### src/design/lmlc_pkg.sv
`default_nettype none

package lmlc_pkg;

  localparam int unsigned NumRegs  = 6;
  localparam int unsigned RegIdxW  = 3;
  localparam int unsigned ThrW     = 10;
  localparam int unsigned PosW     = 10;
  localparam int unsigned SpeedW   = 8;
  localparam int unsigned DutyW    = 10;
  localparam int unsigned NumPins  = 6;
  localparam int unsigned SpeedMax = 9;
  localparam int unsigned DutyIdxW = 4;

  // Configuration register indexes
  typedef enum logic [RegIdxW-1:0] {
    CFG_FOCUS_FAR  = 3'd0,
    CFG_FOCUS_NEAR = 3'd1,
    CFG_ZOOM_WIDE  = 3'd2,
    CFG_ZOOM_TELE  = 3'd3,
    CFG_IRIS_LARGE = 3'd4,
    CFG_IRIS_SMALL = 3'd5
  } cfg_idx_t;

  typedef enum logic {
    MODE_COMMAND = 1'b0,
    MODE_SAMPLE  = 1'b1
  } mode_t;

  typedef enum logic [2:0] {
    CMD_ZOOM_WIDE  = 3'd0,
    CMD_ZOOM_TELE  = 3'd1,
    CMD_FOCUS_FAR  = 3'd2,
    CMD_FOCUS_NEAR = 3'd3,
    CMD_IRIS_LARGE = 3'd4,
    CMD_IRIS_SMALL = 3'd5,
    CMD_STOP       = 3'd6,
    CMD_NONE       = 3'd7
  } cmd_t;

  // Direction pin positions
  localparam int unsigned PIN_FOCUS_A = 0;
  localparam int unsigned PIN_FOCUS_B = 1;
  localparam int unsigned PIN_ZOOM_A  = 2;
  localparam int unsigned PIN_ZOOM_B  = 3;
  localparam int unsigned PIN_IRIS_A  = 4;
  localparam int unsigned PIN_IRIS_B  = 5;

  localparam logic [ThrW-1:0] THR_HI_RESET = 10'd1023;
  localparam logic [ThrW-1:0] THR_LO_RESET = 10'd0;

  localparam logic [DutyW-1:0] DUTY_TABLE [SpeedMax+1] = '{
    10'd100, 10'd200, 10'd300, 10'd400, 10'd500,
    10'd600, 10'd700, 10'd800, 10'd900, 10'd1000
  };

  typedef logic [NumRegs-1:0][ThrW-1:0] thr_set_t;

  typedef struct packed {
    logic              mode;
    logic [2:0]        command;
    logic [SpeedW-1:0] speed;
    logic [PosW-1:0]   focus_position;
    logic [PosW-1:0]   zoom_position;
    logic [PosW-1:0]   iris_position;
  } item_t;

  typedef struct packed {
    logic [NumPins-1:0] pins;
    logic [DutyW-1:0]   focus_duty;
    logic [DutyW-1:0]   zoom_duty;
    logic [DutyW-1:0]   iris_duty;
    logic               running;
  } lens_state_t;

  typedef struct packed {
    logic               wr_en;
    logic [RegIdxW-1:0] index;
    logic [ThrW-1:0]    data;
  } cfg_wr_t;

  // Saturate speed at SpeedMax and look up the duty
  function automatic logic [DutyW-1:0] duty_for_speed(input logic [SpeedW-1:0] speed);
    logic [DutyIdxW-1:0] idx;
    if (speed > SpeedW'(SpeedMax)) begin
      idx = DutyIdxW'(SpeedMax);
    end else begin
      idx = speed[DutyIdxW-1:0];
    end
    return DUTY_TABLE[idx];
  endfunction

endpackage

`default_nettype wire

### src/design/lmlc_ifs.sv
`default_nettype none

interface lmlc_item_if;
  logic                       valid;
  logic                       ready;
  logic                       mode;
  logic [2:0]                 command;
  logic [lmlc_pkg::SpeedW-1:0] speed;
  logic [lmlc_pkg::PosW-1:0]  focus_position;
  logic [lmlc_pkg::PosW-1:0]  zoom_position;
  logic [lmlc_pkg::PosW-1:0]  iris_position;

  modport source (output valid, mode, command, speed, focus_position, zoom_position,
                  iris_position, input ready);
  modport sink (input valid, mode, command, speed, focus_position, zoom_position,
                iris_position, output ready);
endinterface

interface lmlc_result_if;
  logic                        valid;
  logic                        ready;
  logic                        focus_a_pin;
  logic                        focus_b_pin;
  logic                        zoom_a_pin;
  logic                        zoom_b_pin;
  logic                        iris_a_pin;
  logic                        iris_b_pin;
  logic [lmlc_pkg::DutyW-1:0]  focus_duty;
  logic [lmlc_pkg::DutyW-1:0]  zoom_duty;
  logic [lmlc_pkg::DutyW-1:0]  iris_duty;
  logic                        motor_running;

  modport source (output valid, focus_a_pin, focus_b_pin, zoom_a_pin, zoom_b_pin,
                  iris_a_pin, iris_b_pin, focus_duty, zoom_duty, iris_duty,
                  motor_running, input ready);
  modport sink (input valid, focus_a_pin, focus_b_pin, zoom_a_pin, zoom_b_pin,
                iris_a_pin, iris_b_pin, focus_duty, zoom_duty, iris_duty,
                motor_running, output ready);
endinterface

interface lmlc_cfg_if;
  logic                          valid;
  logic                          ready;
  logic [lmlc_pkg::RegIdxW-1:0]  index;
  logic [lmlc_pkg::ThrW-1:0]     data;

  modport source (output valid, index, data, input ready);
  modport sink (input valid, index, data, output ready);
endinterface

`default_nettype wire

### src/design/lmlc_cfg_regs.sv
`default_nettype none

module lmlc_cfg_regs (
  input  wire logic               clk,
  input  wire logic               rst,
  input  wire lmlc_pkg::cfg_wr_t  wr,
  output lmlc_pkg::thr_set_t      thr
);

  always_ff @(posedge clk) begin
    if (rst) begin
      thr[lmlc_pkg::CFG_FOCUS_FAR]  <= lmlc_pkg::THR_HI_RESET;
      thr[lmlc_pkg::CFG_FOCUS_NEAR] <= lmlc_pkg::THR_LO_RESET;
      thr[lmlc_pkg::CFG_ZOOM_WIDE]  <= lmlc_pkg::THR_HI_RESET;
      thr[lmlc_pkg::CFG_ZOOM_TELE]  <= lmlc_pkg::THR_LO_RESET;
      thr[lmlc_pkg::CFG_IRIS_LARGE] <= lmlc_pkg::THR_HI_RESET;
      thr[lmlc_pkg::CFG_IRIS_SMALL] <= lmlc_pkg::THR_LO_RESET;
    end else if (wr.wr_en) begin
      unique case (wr.index)
        lmlc_pkg::CFG_FOCUS_FAR:  thr[lmlc_pkg::CFG_FOCUS_FAR]  <= wr.data;
        lmlc_pkg::CFG_FOCUS_NEAR: thr[lmlc_pkg::CFG_FOCUS_NEAR] <= wr.data;
        lmlc_pkg::CFG_ZOOM_WIDE:  thr[lmlc_pkg::CFG_ZOOM_WIDE]  <= wr.data;
        lmlc_pkg::CFG_ZOOM_TELE:  thr[lmlc_pkg::CFG_ZOOM_TELE]  <= wr.data;
        lmlc_pkg::CFG_IRIS_LARGE: thr[lmlc_pkg::CFG_IRIS_LARGE] <= wr.data;
        lmlc_pkg::CFG_IRIS_SMALL: thr[lmlc_pkg::CFG_IRIS_SMALL] <= wr.data;
        default: ; // unmapped index: dropped
      endcase
    end
  end

endmodule

`default_nettype wire

### src/design/lmlc_update.sv
`default_nettype none

module lmlc_update (
  input  wire lmlc_pkg::lens_state_t cur,
  input  wire lmlc_pkg::item_t       item,
  input  wire lmlc_pkg::thr_set_t    thr,
  output lmlc_pkg::lens_state_t      nxt
);

  logic [lmlc_pkg::DutyW-1:0] duty;

  assign duty = lmlc_pkg::duty_for_speed(item.speed);

  always_comb begin
    nxt = cur;
    if (item.mode == lmlc_pkg::MODE_COMMAND) begin
      unique case (item.command)
        lmlc_pkg::CMD_ZOOM_WIDE: begin
          nxt.zoom_duty = duty;
          nxt.pins[lmlc_pkg::PIN_ZOOM_A] = 1'b1;
          nxt.pins[lmlc_pkg::PIN_ZOOM_B] = 1'b0;
          nxt.running = 1'b1;
        end
        lmlc_pkg::CMD_ZOOM_TELE: begin
          nxt.zoom_duty = duty;
          nxt.pins[lmlc_pkg::PIN_ZOOM_A] = 1'b0;
          nxt.pins[lmlc_pkg::PIN_ZOOM_B] = 1'b1;
          nxt.running = 1'b1;
        end
        lmlc_pkg::CMD_FOCUS_FAR: begin
          nxt.focus_duty = duty;
          nxt.pins[lmlc_pkg::PIN_FOCUS_A] = 1'b1;
          nxt.pins[lmlc_pkg::PIN_FOCUS_B] = 1'b0;
          nxt.running = 1'b1;
        end
        lmlc_pkg::CMD_FOCUS_NEAR: begin
          nxt.focus_duty = duty;
          nxt.pins[lmlc_pkg::PIN_FOCUS_A] = 1'b0;
          nxt.pins[lmlc_pkg::PIN_FOCUS_B] = 1'b1;
          nxt.running = 1'b1;
        end
        lmlc_pkg::CMD_IRIS_LARGE: begin
          nxt.iris_duty = duty;
          nxt.pins[lmlc_pkg::PIN_IRIS_A] = 1'b1;
          nxt.pins[lmlc_pkg::PIN_IRIS_B] = 1'b0;
          nxt.running = 1'b1;
        end
        lmlc_pkg::CMD_IRIS_SMALL: begin
          nxt.iris_duty = duty;
          nxt.pins[lmlc_pkg::PIN_IRIS_A] = 1'b0;
          nxt.pins[lmlc_pkg::PIN_IRIS_B] = 1'b1;
          nxt.running = 1'b1;
        end
        lmlc_pkg::CMD_STOP: begin
          // duties are kept
          nxt.pins = '0;
          nxt.running = 1'b0;
        end
        default: ;
      endcase
    end else if (cur.running) begin
      // strict compares: a wiper sitting on a threshold clears nothing
      if (item.focus_position > thr[lmlc_pkg::CFG_FOCUS_FAR])
        nxt.pins[lmlc_pkg::PIN_FOCUS_A] = 1'b0;
      if (item.focus_position < thr[lmlc_pkg::CFG_FOCUS_NEAR])
        nxt.pins[lmlc_pkg::PIN_FOCUS_B] = 1'b0;
      if (item.zoom_position > thr[lmlc_pkg::CFG_ZOOM_WIDE])
        nxt.pins[lmlc_pkg::PIN_ZOOM_A] = 1'b0;
      if (item.zoom_position < thr[lmlc_pkg::CFG_ZOOM_TELE])
        nxt.pins[lmlc_pkg::PIN_ZOOM_B] = 1'b0;
      if (item.iris_position > thr[lmlc_pkg::CFG_IRIS_LARGE])
        nxt.pins[lmlc_pkg::PIN_IRIS_A] = 1'b0;
      if (item.iris_position < thr[lmlc_pkg::CFG_IRIS_SMALL])
        nxt.pins[lmlc_pkg::PIN_IRIS_B] = 1'b0;
    end
  end

endmodule

`default_nettype wire

### src/design/lens_motor_limit_controller.sv
// Channel  Dir  Fields                                            Handshake
// item     in   mode, command, speed, focus/zoom/iris_position    valid/ready
// result   out  six direction pins, three duties, motor_running   valid/ready
// cfg      in   index, data (threshold writes)                    valid/ready
//
// Each item passes an input register, then one pass through the state update
// into the result register, which loads whenever the input register advances.
// One item per cycle sustained while the result is not stalled; the motor state
// register closes the only loop. rst (synchronous) clears both stages and the
// motor state, and resets the thresholds to their defaults. A stalled result
// holds the input register; item.ready falls only then. cfg.ready is always high.
`default_nettype none

module lens_motor_limit_controller (
  input wire logic    clk,
  input wire logic    rst,
  lmlc_item_if.sink   item,
  lmlc_result_if.source result,
  lmlc_cfg_if.sink    cfg
);

  lmlc_pkg::cfg_wr_t     cfg_wr;
  lmlc_pkg::thr_set_t    thr;
  lmlc_pkg::item_t       in_item;
  logic                  in_valid;
  lmlc_pkg::lens_state_t state;
  lmlc_pkg::lens_state_t state_next;
  lmlc_pkg::lens_state_t res;
  logic                  res_valid;
  logic                  advance;

  assign cfg.ready    = 1'b1;
  assign cfg_wr.wr_en = cfg.valid;
  assign cfg_wr.index = cfg.index;
  assign cfg_wr.data  = cfg.data;

  lmlc_cfg_regs u_cfg (
    .clk (clk),
    .rst (rst),
    .wr  (cfg_wr),
    .thr (thr)
  );

  assign advance    = in_valid && (!res_valid || result.ready);
  assign item.ready = !in_valid || advance;

  always_ff @(posedge clk) begin
    if (rst) begin
      in_valid <= 1'b0;
    end else if (item.ready) begin
      in_valid <= item.valid;
    end
  end

  always_ff @(posedge clk) begin
    if (item.valid && item.ready) begin
      in_item.mode           <= item.mode;
      in_item.command        <= item.command;
      in_item.speed          <= item.speed;
      in_item.focus_position <= item.focus_position;
      in_item.zoom_position  <= item.zoom_position;
      in_item.iris_position  <= item.iris_position;
    end
  end

  lmlc_update u_update (
    .cur  (state),
    .item (in_item),
    .thr  (thr),
    .nxt  (state_next)
  );

  always_ff @(posedge clk) begin
    if (rst) begin
      state <= '0;
    end else if (advance) begin
      state <= state_next;
    end
  end

  always_ff @(posedge clk) begin
    if (rst) begin
      res_valid <= 1'b0;
    end else if (advance) begin
      res_valid <= 1'b1;
    end else if (result.ready) begin
      res_valid <= 1'b0;
    end
  end

  always_ff @(posedge clk) begin
    if (advance) begin
      res <= state_next;
    end
  end

  assign result.valid         = res_valid;
  assign result.focus_a_pin   = res.pins[lmlc_pkg::PIN_FOCUS_A];
  assign result.focus_b_pin   = res.pins[lmlc_pkg::PIN_FOCUS_B];
  assign result.zoom_a_pin    = res.pins[lmlc_pkg::PIN_ZOOM_A];
  assign result.zoom_b_pin    = res.pins[lmlc_pkg::PIN_ZOOM_B];
  assign result.iris_a_pin    = res.pins[lmlc_pkg::PIN_IRIS_A];
  assign result.iris_b_pin    = res.pins[lmlc_pkg::PIN_IRIS_B];
  assign result.focus_duty    = res.focus_duty;
  assign result.zoom_duty     = res.zoom_duty;
  assign result.iris_duty     = res.iris_duty;
  assign result.motor_running = res.running;

endmodule

`default_nettype wire

### src/flat_wrapper.sv
// flat-port wrapper written by rule: the top's interface ports become plain ports
module lens_motor_limit_controller_flat 
  (clk, rst, item_valid, item_mode, item_command, item_speed, item_focus_position, item_zoom_position, item_iris_position, item_ready, result_valid, result_focus_a_pin, result_focus_b_pin, result_zoom_a_pin, result_zoom_b_pin, result_iris_a_pin, result_iris_b_pin, result_focus_duty, result_zoom_duty, result_iris_duty, result_motor_running, result_ready, cfg_valid, cfg_index, cfg_data, cfg_ready);
  lmlc_item_if item_i ();
  lmlc_result_if result_i ();
  lmlc_cfg_if cfg_i ();
  input wire logic clk;
  input wire logic rst;
  input wire logic [$bits(item_i.valid)-1:0] item_valid;
  input wire logic [$bits(item_i.mode)-1:0] item_mode;
  input wire logic [$bits(item_i.command)-1:0] item_command;
  input wire logic [$bits(item_i.speed)-1:0] item_speed;
  input wire logic [$bits(item_i.focus_position)-1:0] item_focus_position;
  input wire logic [$bits(item_i.zoom_position)-1:0] item_zoom_position;
  input wire logic [$bits(item_i.iris_position)-1:0] item_iris_position;
  output wire logic [$bits(item_i.ready)-1:0] item_ready;
  output wire logic [$bits(result_i.valid)-1:0] result_valid;
  output wire logic [$bits(result_i.focus_a_pin)-1:0] result_focus_a_pin;
  output wire logic [$bits(result_i.focus_b_pin)-1:0] result_focus_b_pin;
  output wire logic [$bits(result_i.zoom_a_pin)-1:0] result_zoom_a_pin;
  output wire logic [$bits(result_i.zoom_b_pin)-1:0] result_zoom_b_pin;
  output wire logic [$bits(result_i.iris_a_pin)-1:0] result_iris_a_pin;
  output wire logic [$bits(result_i.iris_b_pin)-1:0] result_iris_b_pin;
  output wire logic [$bits(result_i.focus_duty)-1:0] result_focus_duty;
  output wire logic [$bits(result_i.zoom_duty)-1:0] result_zoom_duty;
  output wire logic [$bits(result_i.iris_duty)-1:0] result_iris_duty;
  output wire logic [$bits(result_i.motor_running)-1:0] result_motor_running;
  input wire logic [$bits(result_i.ready)-1:0] result_ready;
  input wire logic [$bits(cfg_i.valid)-1:0] cfg_valid;
  input wire logic [$bits(cfg_i.index)-1:0] cfg_index;
  input wire logic [$bits(cfg_i.data)-1:0] cfg_data;
  output wire logic [$bits(cfg_i.ready)-1:0] cfg_ready;
  assign item_i.valid = item_valid;
  assign item_i.mode = item_mode;
  assign item_i.command = item_command;
  assign item_i.speed = item_speed;
  assign item_i.focus_position = item_focus_position;
  assign item_i.zoom_position = item_zoom_position;
  assign item_i.iris_position = item_iris_position;
  assign item_ready = item_i.ready;
  assign result_valid = result_i.valid;
  assign result_focus_a_pin = result_i.focus_a_pin;
  assign result_focus_b_pin = result_i.focus_b_pin;
  assign result_zoom_a_pin = result_i.zoom_a_pin;
  assign result_zoom_b_pin = result_i.zoom_b_pin;
  assign result_iris_a_pin = result_i.iris_a_pin;
  assign result_iris_b_pin = result_i.iris_b_pin;
  assign result_focus_duty = result_i.focus_duty;
  assign result_zoom_duty = result_i.zoom_duty;
  assign result_iris_duty = result_i.iris_duty;
  assign result_motor_running = result_i.motor_running;
  assign result_i.ready = result_ready;
  assign cfg_i.valid = cfg_valid;
  assign cfg_i.index = cfg_index;
  assign cfg_i.data = cfg_data;
  assign cfg_ready = cfg_i.ready;
  lens_motor_limit_controller u_core (.clk(clk), .rst(rst), .item(item_i), .result(result_i), .cfg(cfg_i));
endmodule
### config.mk
export PLATFORM = sky130hd
export DESIGN_NAME = lens_motor_limit_controller_flat
export DESIGN_NICKNAME = d
export VERILOG_FILES = /design/src/design/lmlc_pkg.sv /design/src/design/lmlc_ifs.sv /design/src/design/lmlc_cfg_regs.sv /design/src/design/lmlc_update.sv /design/src/design/lens_motor_limit_controller.sv /design/src/flat_wrapper.sv
export SDC_FILE = /design/constraint.sdc
export NUM_CORES = 1
export LEC_CHECK = 0
export BUFFER_PORTS_ARGS = -buffer_cell sky130_fd_sc_hd__buf_2
export CAP_MARGIN = 20
export CORE_UTILIZATION = 35
export DETAILED_ROUTE_END_ITERATION = 8
export MAX_ROUTING_LAYER = met4
export PLACE_DENSITY_LB_ADDON = 0.1
export REMOVE_ABC_BUFFERS = 1
export SLEW_MARGIN = 15
export SYNTH_ARGS = -nofsm -noshare
export SYNTH_HDL_FRONTEND = slang
export SYNTH_SLANG_ARGS = --single-unit
export TNS_END_PERCENT = 5
### constraint.sdc
create_clock -name clk -period 3.2 [get_ports clk]
set_input_delay 0.16 -clock clk [delete_from_list [all_inputs] [get_ports clk]]
set_output_delay 0.16 -clock clk [all_outputs]
set_load 0.02 [all_outputs]
==> results by stage, run 1 <==
Status:
- The flow ran to the end, and the final reports show no timing, DRC or antenna violations.

CTS:
- TritonCTS created 17 clock buffers.
- The tree is rooted in a sky130_fd_sc_hd__clkbuf_16.
- The maximum clock insertion buffer count is 2.
- The total of cells resized after clock tree synthesis is 0.
- The number of levels the H-tree was split into is 4.
- The TritonCTS clock tree is built.
- At the later pin of the worst-skew pair, clock insertion delay measures 0.42 ns.
- After clock tree synthesis, the clock-pin slew on the worst setup and hold paths is ~0.070 ns.
- The number of clock sinks is 178.

Global routing:
- Entering global routing, the biggest net connects 100 pins.
- The first global-routing pass estimated between 30000 and 40000 µm of wire.
- Global routing consumed, over all layers together, 16.8% of the routing resources.
- The initial antenna violation count is 0.
- The via count of the first global-routing pass is 5740.
- The global route total overflow is 0.

Hold path:
- The number of cells on the worst hold path is 3.
- The endpoint of the worst hold-timing path is u_core.u_cfg.thr[51].
- The startpoint identified for the worst hold timing path is cfg_data[1].
- The class of the tightest hold or removal check is in2reg.

Timing:
- The final critical-path setup slack is ~0.35 ns.
- For this run, the top clock speed supported by timing is between 300 and 400 MHz.
- Setup repair after global routing left no endpoint under its margin.
- The worst path needs 2.85 ns of the cycle, external delays included.
- In the final timing run, aggregate negative setup slack is 0 ns.
- Across the routed clock network, the largest skew measured is about 0.0064 ns.
- For the pin with the worst max-slew slack, the measured transition is slightly above 0.8 ns.
- The hold violation count in the final report is 0.
- The final critical path takes up between 80% and 90% of the cycle.
- The number of endpoints failing setup at the final stage is 0.
- The final max-slew violation count came to 0.
- Measured against its own limit, the worst slew margin works out to ~45%.

Logic synthesis:
- The synthesis-stage register bit count is 178.
- For this run, the leading register cell type out of synthesis is sky130_fd_sc_hd__dfxtp_1.
- The count of flip-flops with a built-in enable after synthesis is 79.
- The share of async-settable or async-resettable flops after synthesis is 0%.
- The mean instance size in the synthesized netlist is between 9 and 10 µm².
- Yosys mapped the design onto 54 distinct sky130hd cell types.
- The mapped cell area is 0.00811 mm².
- After synthesis, flip-flops and latches occupy a little over half of the total area.
- The number of instances in the synthesized netlist is around 820.
- The count of synthesis-stage warnings from yosys is 0.

Drt:
- The average via count per standard cell is roughly 4.8.
- The total via count after detailed routing is 5955.
- The pre-antenna-repair detailed-routing pass consisted of 4 iterations.
- In the routed design, unresolved DRC markers number 0.
- The number of nets with antenna violations after detailed routing is 0.
- Dividing the detail-routed wire length by the instance count gives between 10 and 15 µm.
- The initial detailed-routing violation count is around 240.
- The post-detailed-routing wire length is 18300 µm.

Layout:
- The layout net count is ~1100.
- The proportion of layout cells with a drive suffix above 1 is around 16%.
- The antenna diode count is 0.
- The total of fill cells in the finished design is between 2000 and 2500.
- The layout-stage area growth over the synthesis result is 23.0%.

Power and ir drop:
- The switching share of power is 23.5%.
- For this design the static power due to leakage is between 3 and 4 nW.
- Per report_power, the sequential group accounts for approximately 48% of the total.
- The net switching component of the power is 1.24 mW.
- IR analysis of the VDD net gives a maximum drop of 293 µV.
- The design internal power is between 4 and 5 mW.
- The clock share of power is between 40% and 50%.
- The areal power density over the cells is 527 mW/mm².
- Per report_power, the combinational group accounts for about 8.6% of the total.

Setup path:
- For this run, the slowest stage of the critical path takes a little over 0.6 ns.
- The number of cell instances on the worst register-to-register path is 5.
- Together, buffers and inverters on the worst path number 0.
- The worst register-to-register path begins at u_core.in_item[37].
- STA puts the critical path data required time at 3.35 ns.
- At the worst endpoint, the arrival time is approximately 3.0 ns.
- The worst setup path is launched from a register.
- The slowest stage cell on the critical path is sky130_fd_sc_hd__or4_4.
- STA classifies the critical path endpoint as a register.
- In this design, the largest share of critical-path delay is due to simple AND/OR/NAND/NOR gates.
- The slack of the worst reg-to-reg path is about 0.35 ns.
- The signal on the critical path passes through or4_4 > or3b_1 > ha_1 > a2111oi_4 > o21ai_0.
- In this run the critical register-to-register path is captured at u_core.result.zoom_duty[8].
- In this run the worst path has a maximum fanout of 10.
- The classification of the worst setup path is reg2reg.

Die:
- Row generation in the floorplan step produced 55 rows.
- The width of the chip is about 150 µm.
- The core region is 0.0227 mm².
- Measured along the y axis, the die boundary spans around 150 µm.
- Once the floorplan was initialized, standard cells occupied a little over a third of the core.
- The number of I/O pins is 100.
- The area of the die is 0.0238 mm².

Placement:
- OpenSTA, run right after detailed placement, puts the worst setup slack at approximately 0.32 ns.
- The global placer's final weighted congestion is a little under 0.8.
- The number of buffers added on ports is 98.
- The wire-length estimate of the detail-placed layout is between 10000 and 15000 µm.

Flow run:
- Max-cap violations in this run came to 0.
[routing by layer]
metal | GRT usage (%) | vias to the layer above | part of all wire (%)
met3 | 3.08 | 11 | 3.2
li1 | - | 3120 | -
met2 | 27.6 | 95 | 48
met4 | 4.57 | 0 | 0.96
met1 | 21.2 | 2729 | 48
met5 | - | - | 0
[worst min-delay path: stages]
cell and delay [ns]:
sky130_fd_sc_hd__buf_2 0.14, sky130_fd_sc_hd__nand2_1 0.07, sky130_fd_sc_hd__a21oi_1 0.05
[final cells by class]
| cell class | count | area (µm²) | share of cell area, % |
|---|---|---|---|
| clock buffers | 18 | 450 | 4.52 |
| inverters | 74 | 278 | 2.78 |
| flip-flops and latches | 178 | 4350 | 43.6 |
| repair buffers | 155 | 1040 | 10.4 |
| well taps | 285 | 357 | 3.57 |
| clock inverters | 14 | 196 | 1.97 |
| multi-input cells | 528 | 3300 | 33.1 |
[power by group through the flow]
stage	registers, mW	logic [mW]	clock network (mW)
2_1_floorplan	2.59	0.211	0
5_1_grt	2.53	0.514	2.44
6_report	2.52	0.451	2.28
3_3_place_gp	2.58	0.415	0
3_5_place_dp	2.58	0.418	0
4_1_cts	2.53	0.460	2.34
[repair_timing]
action | 4_1_cts | 5_1_grt
endpoints found under the hold margin | 43 | 0
hold buffers | 43 | 0
buffers inserted | 0 | 0
[how the worst max path moves through the flow]
stage	endpoint	slack [ns]	cells after the start	startpoint
global placement	u_core.result.zoom_duty[8]	0.34	5	u_core.in_item[37]
finish	u_core.result.zoom_duty[8]	0.35	5	u_core.in_item[37]
global route	u_core.result.zoom_duty[8]	0.18	5	u_core.in_item[37]
detailed placement	u_core.result.zoom_duty[8]	0.32	5	u_core.in_item[37]
floorplan	u_core.result.zoom_duty[8]	0.57	5	u_core.in_item[37]
CTS	u_core.result.zoom_duty[8]	0.31	5	u_core.in_item[37]
[logic make-up after synthesis]
group / after synthesis / synth area share [%]
simple gates: 272 / 15.1
compound gates: 189 / 15.4
flops: 178 / 53.7
buf+inv: 111 / 5.75
fa+ha+maj: 61 / 9.41
mux: 3 / 0.401
xor+xnor: 2 / 0.216
other cells: 1 / 0.0462
[state kept, by name (all words and copies together) (netlist names)]
signal                       cells
u_core.u_cfg.thr                60
u_core.result.motor_running      1
u_core.result.valid              1
u_core.result.zoom_a_pin         1
u_core.result.focus_b_pin        1
u_core.result.focus_duty        10
u_core.in_item                  42
u_core.result.zoom_b_pin         1
u_core.state                    37
u_core.result.iris_duty         10
u_core.in_valid                  1
u_core.result.zoom_duty         10
u_core.result.focus_a_pin        1
u_core.result.iris_a_pin         1
u_core.result.iris_b_pin         1
[placed cells by master (no fill, tap or decap), drive strengths merged, types with 3 or more instances in the layout]
master and n:
nor2b 13, dlygate4sd3 43, bufinv 4, a21o 3, nand3 9, ha 61
nor3b 8, dfxtp 99, nand2b 15, inv 78, o21ai 36, nand4 7
buf 112, a211o 32, edfxtp 79, nor3 10, o2111ai 3, nand2 108
a31oi 3, clkbuf 18, clkinvlp 4, nor2 86, and2 4, a2111oi 4
a21oi 61, a211oi 31, o31ai 3
[through the flow]
stage | util (%) | std cells | area (µm²) | hold WS (ns) | power, mW
global route | 43.9 | 1252 | 9980 | 0.0360 | 5.49
floorplan | - | 780 | 7920 | 0.229 | 2.80
finish | 43.9 | 1252 | 9980 | 0.0413 | 5.26
global placement | 39.2 | 1177 | 8900 | 0.336 | 2.99
detailed placement | 39.2 | 1177 | 8900 | 0.338 | 2.99
CTS | 43.9 | 1252 | 9980 | 0.0261 | 5.32
[synth_stat cells (10+ instances only)]
master	number	area, µm²
sky130_fd_sc_hd__a211o_1	31	272
sky130_fd_sc_hd__a211oi_1	31	233
sky130_fd_sc_hd__a21oi_1	61	305
sky130_fd_sc_hd__clkbuf_1	26	97.6
sky130_fd_sc_hd__dfxtp_1	99	1980
sky130_fd_sc_hd__edfxtp_1	79	2370
sky130_fd_sc_hd__ha_1	61	763
sky130_fd_sc_hd__inv_1	73	274
sky130_fd_sc_hd__nand2_1	108	405
sky130_fd_sc_hd__nand2b_1	15	93.8
sky130_fd_sc_hd__nor2_1	86	323
sky130_fd_sc_hd__nor2b_1	13	81.3
sky130_fd_sc_hd__nor3_1	10	50.1
sky130_fd_sc_hd__o21ai_0	36	180
No activity file was read; power rests on OpenSTA's default activity.
==> inputs of run 2 (changes only) <==
--- a/config.mk
+++ b/config.mk
@@ -7,6 +7,7 @@
 export LEC_CHECK = 0
 export BUFFER_PORTS_ARGS = -buffer_cell sky130_fd_sc_hd__buf_2
 export CAP_MARGIN = 20
+export CORE_MARGIN = 4
 export CORE_UTILIZATION = 35
 export DETAILED_ROUTE_END_ITERATION = 8
 export MAX_ROUTING_LAYER = met4
==> results by stage, run 2 (same netlist as run 1, synthesis figures left out) <==
Power and ir drop:
- Of the total power, the clock network draws between 40% and 50%.
- For this design the ratio of total power to cell area is around 520 mW/mm².
- The total power of the final layout is 5.18 mW.
- The leakage power is roughly 4.0 nW.
- For this design the total switching power over the nets is about 1.2 mW.
- Across the VDD grid, the largest voltage drop is around 320 µV.
- Net switching is about a quarter of the power.
- Per report_power, the sequential group accounts for between 40% and 50% of the total.
- The share of total power dissipated in combinational logic is under 10%.
- The design internal power is between 3 and 4 mW.

Global routing:
- The global-route wire length before repair is just over 30000 µm.
- The via count of the first global-routing pass is 5780.
- The initial antenna violation count is 1.
- The global routing usage summed across all routing layers is approximately 15%.
- The global route total overflow is 0.
- Entering global routing, the biggest net connects 56 pins.

Setup path:
- The sort of element at the end of the critical path is a register.
- STA classifies the critical path startpoint as a register.
- For this run, the slowest stage of the critical path takes roughly 0.62 ns.
- Along the worst path, the maximum fanout reaches 10.
- The classification of the worst setup path is reg2reg.
- For the worst flop-to-flop path, the logic depth is 5.
- The slowest stage cell on the critical path is sky130_fd_sc_hd__or4_4.
- The data required time of the worst path is 3.36 ns.
- Data arrives at the worst endpoint at ~3 ns.
- The critical path goes through or4_4 > or3b_1 > ha_1 > a2111oi_4 > o21ai_0.

Drt:
- The number of detailed-route iterations in the first pass is 4.
- The initial detailed-routing violation count is approximately 250.
- The met3 wire length is slightly below 700 µm.
- For this block, wires on met1 add up to about 9000 µm.
- For this run, design rule violations remaining after detail routing come to 0.
- The post-detailed-routing wire length is between 15000 and 20000 µm.
- The met2 wire length is 8730 µm.
- The total via count after detailed routing is 5894.
- The average via count per standard cell is around 4.7.
- In the final routed layout, each cell accounts on average for ~15 µm.
- Routed signal wires occupy layers up through met4.
- The number of nets with antenna violations after detailed routing is 0.

Hold path:
- The worst hold path was traced through 3 stages.
- The class of the tightest hold or removal check is in2reg.

Status:
- The flow ran to the end, and the final reports show no timing, DRC or antenna violations.

Die:
- The initial utilization of the core area, before any placement, comes to roughly 36%.
- The width of the chip is between 150 and 200 µm.
- The area of the die is around 0.026 mm².
- During I/O placement, the number of pins put on the boundary was 100.
- The core region is approximately 0.023 mm².
- The number of core rows is 55.
- The die outline height is 160 µm.

CTS:
- The number of levels the H-tree was split into is 4.
- Counting along the longest clock path gives a buffer depth of 2.
- Buffers inserted during clock tree synthesis total 17.
- Gates resized during post-CTS repair numbered 0.
- The cell at the root of the clock tree is sky130_fd_sc_hd__clkbuf_16.
- The TritonCTS clock tree is built.
- Clock tree synthesis found a total of between 150 and 200 sinks.
- The clock latency on the worst-skew pair is between 0.4 and 0.5 ns.
- After clock tree synthesis, the clock-pin slew on the worst setup and hold paths is ~0.070 ns.

Layout:
- The top cell types in the final layout, fill and taps aside, are 108 x sky130_fd_sc_hd__nand2_1, 99 x sky130_fd_sc_hd__dfxtp_1, 98 x sky130_fd_sc_hd__buf_2.
- Leaving out fill and tap cells, the most frequent cell in the layout is sky130_fd_sc_hd__nand2_1.
- In the final layout, the multi-input gates occupy roughly 0.0033 mm².
- The finished cells cover between 0.009 and 0.01 mm².
- The post-route netlist has about 16% of its cells at a drive strength greater than 1.
- Counting flops per register, the top entry is u_core.u_cfg.thr.
- The total of fill cells in the finished design is 2238.
- The final standard cell count with taps included and fillers excluded is 1256.
- The layout net count is approximately 1100.
- The layout-stage area growth over the synthesis result is 23.0%.
- The register with the most flip-flops in the layout has 60 of them.
- The sequential cell area is approximately 0.0044 mm².
- At the end of the flow the core is filled with cells to a little over two fifths.
- The largest registers in the layout are u_core.u_cfg.thr x60, u_core.in_item x42, u_core.state x37.

Timing:
- Once routing completed, OpenROAD measured the worst setup slack at approximately 0.36 ns.
- Setup repair after global routing left no endpoint under its margin.
- The final max-slew violation count is 0.
- The share of the cycle needed by the critical path after routing is 88.9%.
- The number of endpoints failing setup at the final stage is 0.
- Summed over all failing endpoints, the final setup total negative slack is 0 ns.
- Final hold analysis gives a worst-case slack of ~0.034 ns.
- At the pin with the least slew margin, the transition time is 0.771 ns.
- The post-route clock skew is approximately 0.015 ns.
- The normalized max-slew margin is between 40% and 50%.
- The hold violation count in the final report is 0.
- The shortest clock period the worst path allows after layout is 2.84 ns.
- The highest achievable clock rate is between 300 and 400 MHz.

Placement:
- The placement-stage worst setup slack is between 0.3 and 0.4 ns.
- After detailed placement, the design holds a cell count of around 1200.
- The global placer's final weighted congestion is about 0.76.
- The instance area after placement is 0.00892 mm².
- The sum of net half-perimeters after detailed placement is 13200 µm.
- The number of buffers added on ports is between 90 and 100.

Flow run:
- The count of maximum capacitance violations is 0.
run 2: path summary, 6_finish.rpt:
| check | start | endpoint | slack, ns |
|---|---|---|---|
| max reg2reg | u_core.in_item[37] | u_core.result.zoom_duty[8] | 0.36 |
| min | cfg_data[5] | u_core.u_cfg.thr[55] | 0.03 |
| max | u_core.in_item[37] | u_core.result.zoom_duty[8] | 0.36 |
| min reg2reg | u_core.u_cfg.thr[35] | u_core.u_cfg.thr[35] | 0.45 |
run 2: per-layer routing:
metal	GRT usage, %	up-vias
met5	-	-
met4	4.22	0
met3	3.17	11
met2	24.6	105
met1	20.0	2646
li1	-	3132
run 2: power by group through the flow:
stage               Sequential (mW)  Clock, mW  Combinational, mW
CTS                            2.52       2.26              0.466
detailed placement             2.57          0              0.424
finish                         2.52       2.20              0.459
global placement               2.57          0              0.422
floorplan                      2.59          0              0.211
global route                   2.53       2.36              0.525
run 2: final cells by class:
class	count	share of cell area [%]
Clock inverter	13	1.68
Inverter	74	2.78
Timing Repair Buffer	158	10.6
Antenna cell	1	0.0251
Multi-Input combinational cell	528	33.1
Sequential cell	178	43.6
Clock buffer	19	4.55
Tap cell	285	3.57
run 2: what timing repair did:
item                                   4_1_cts  5_1_grt
buffers inserted                             0        0
endpoints found under the hold margin       43        0
hold buffers                                43        0
run 2: critical path, delay by kind of cell, from the launching register on:
kind | cells | cell delay (ns)
AND/OR/NAND/NOR | 2 | 1.15
adder cells (fa/ha/maj) | 1 | 0.38
AO/OA/AOI/OAI | 2 | 0.67
flip-flops | 1 | 0.36
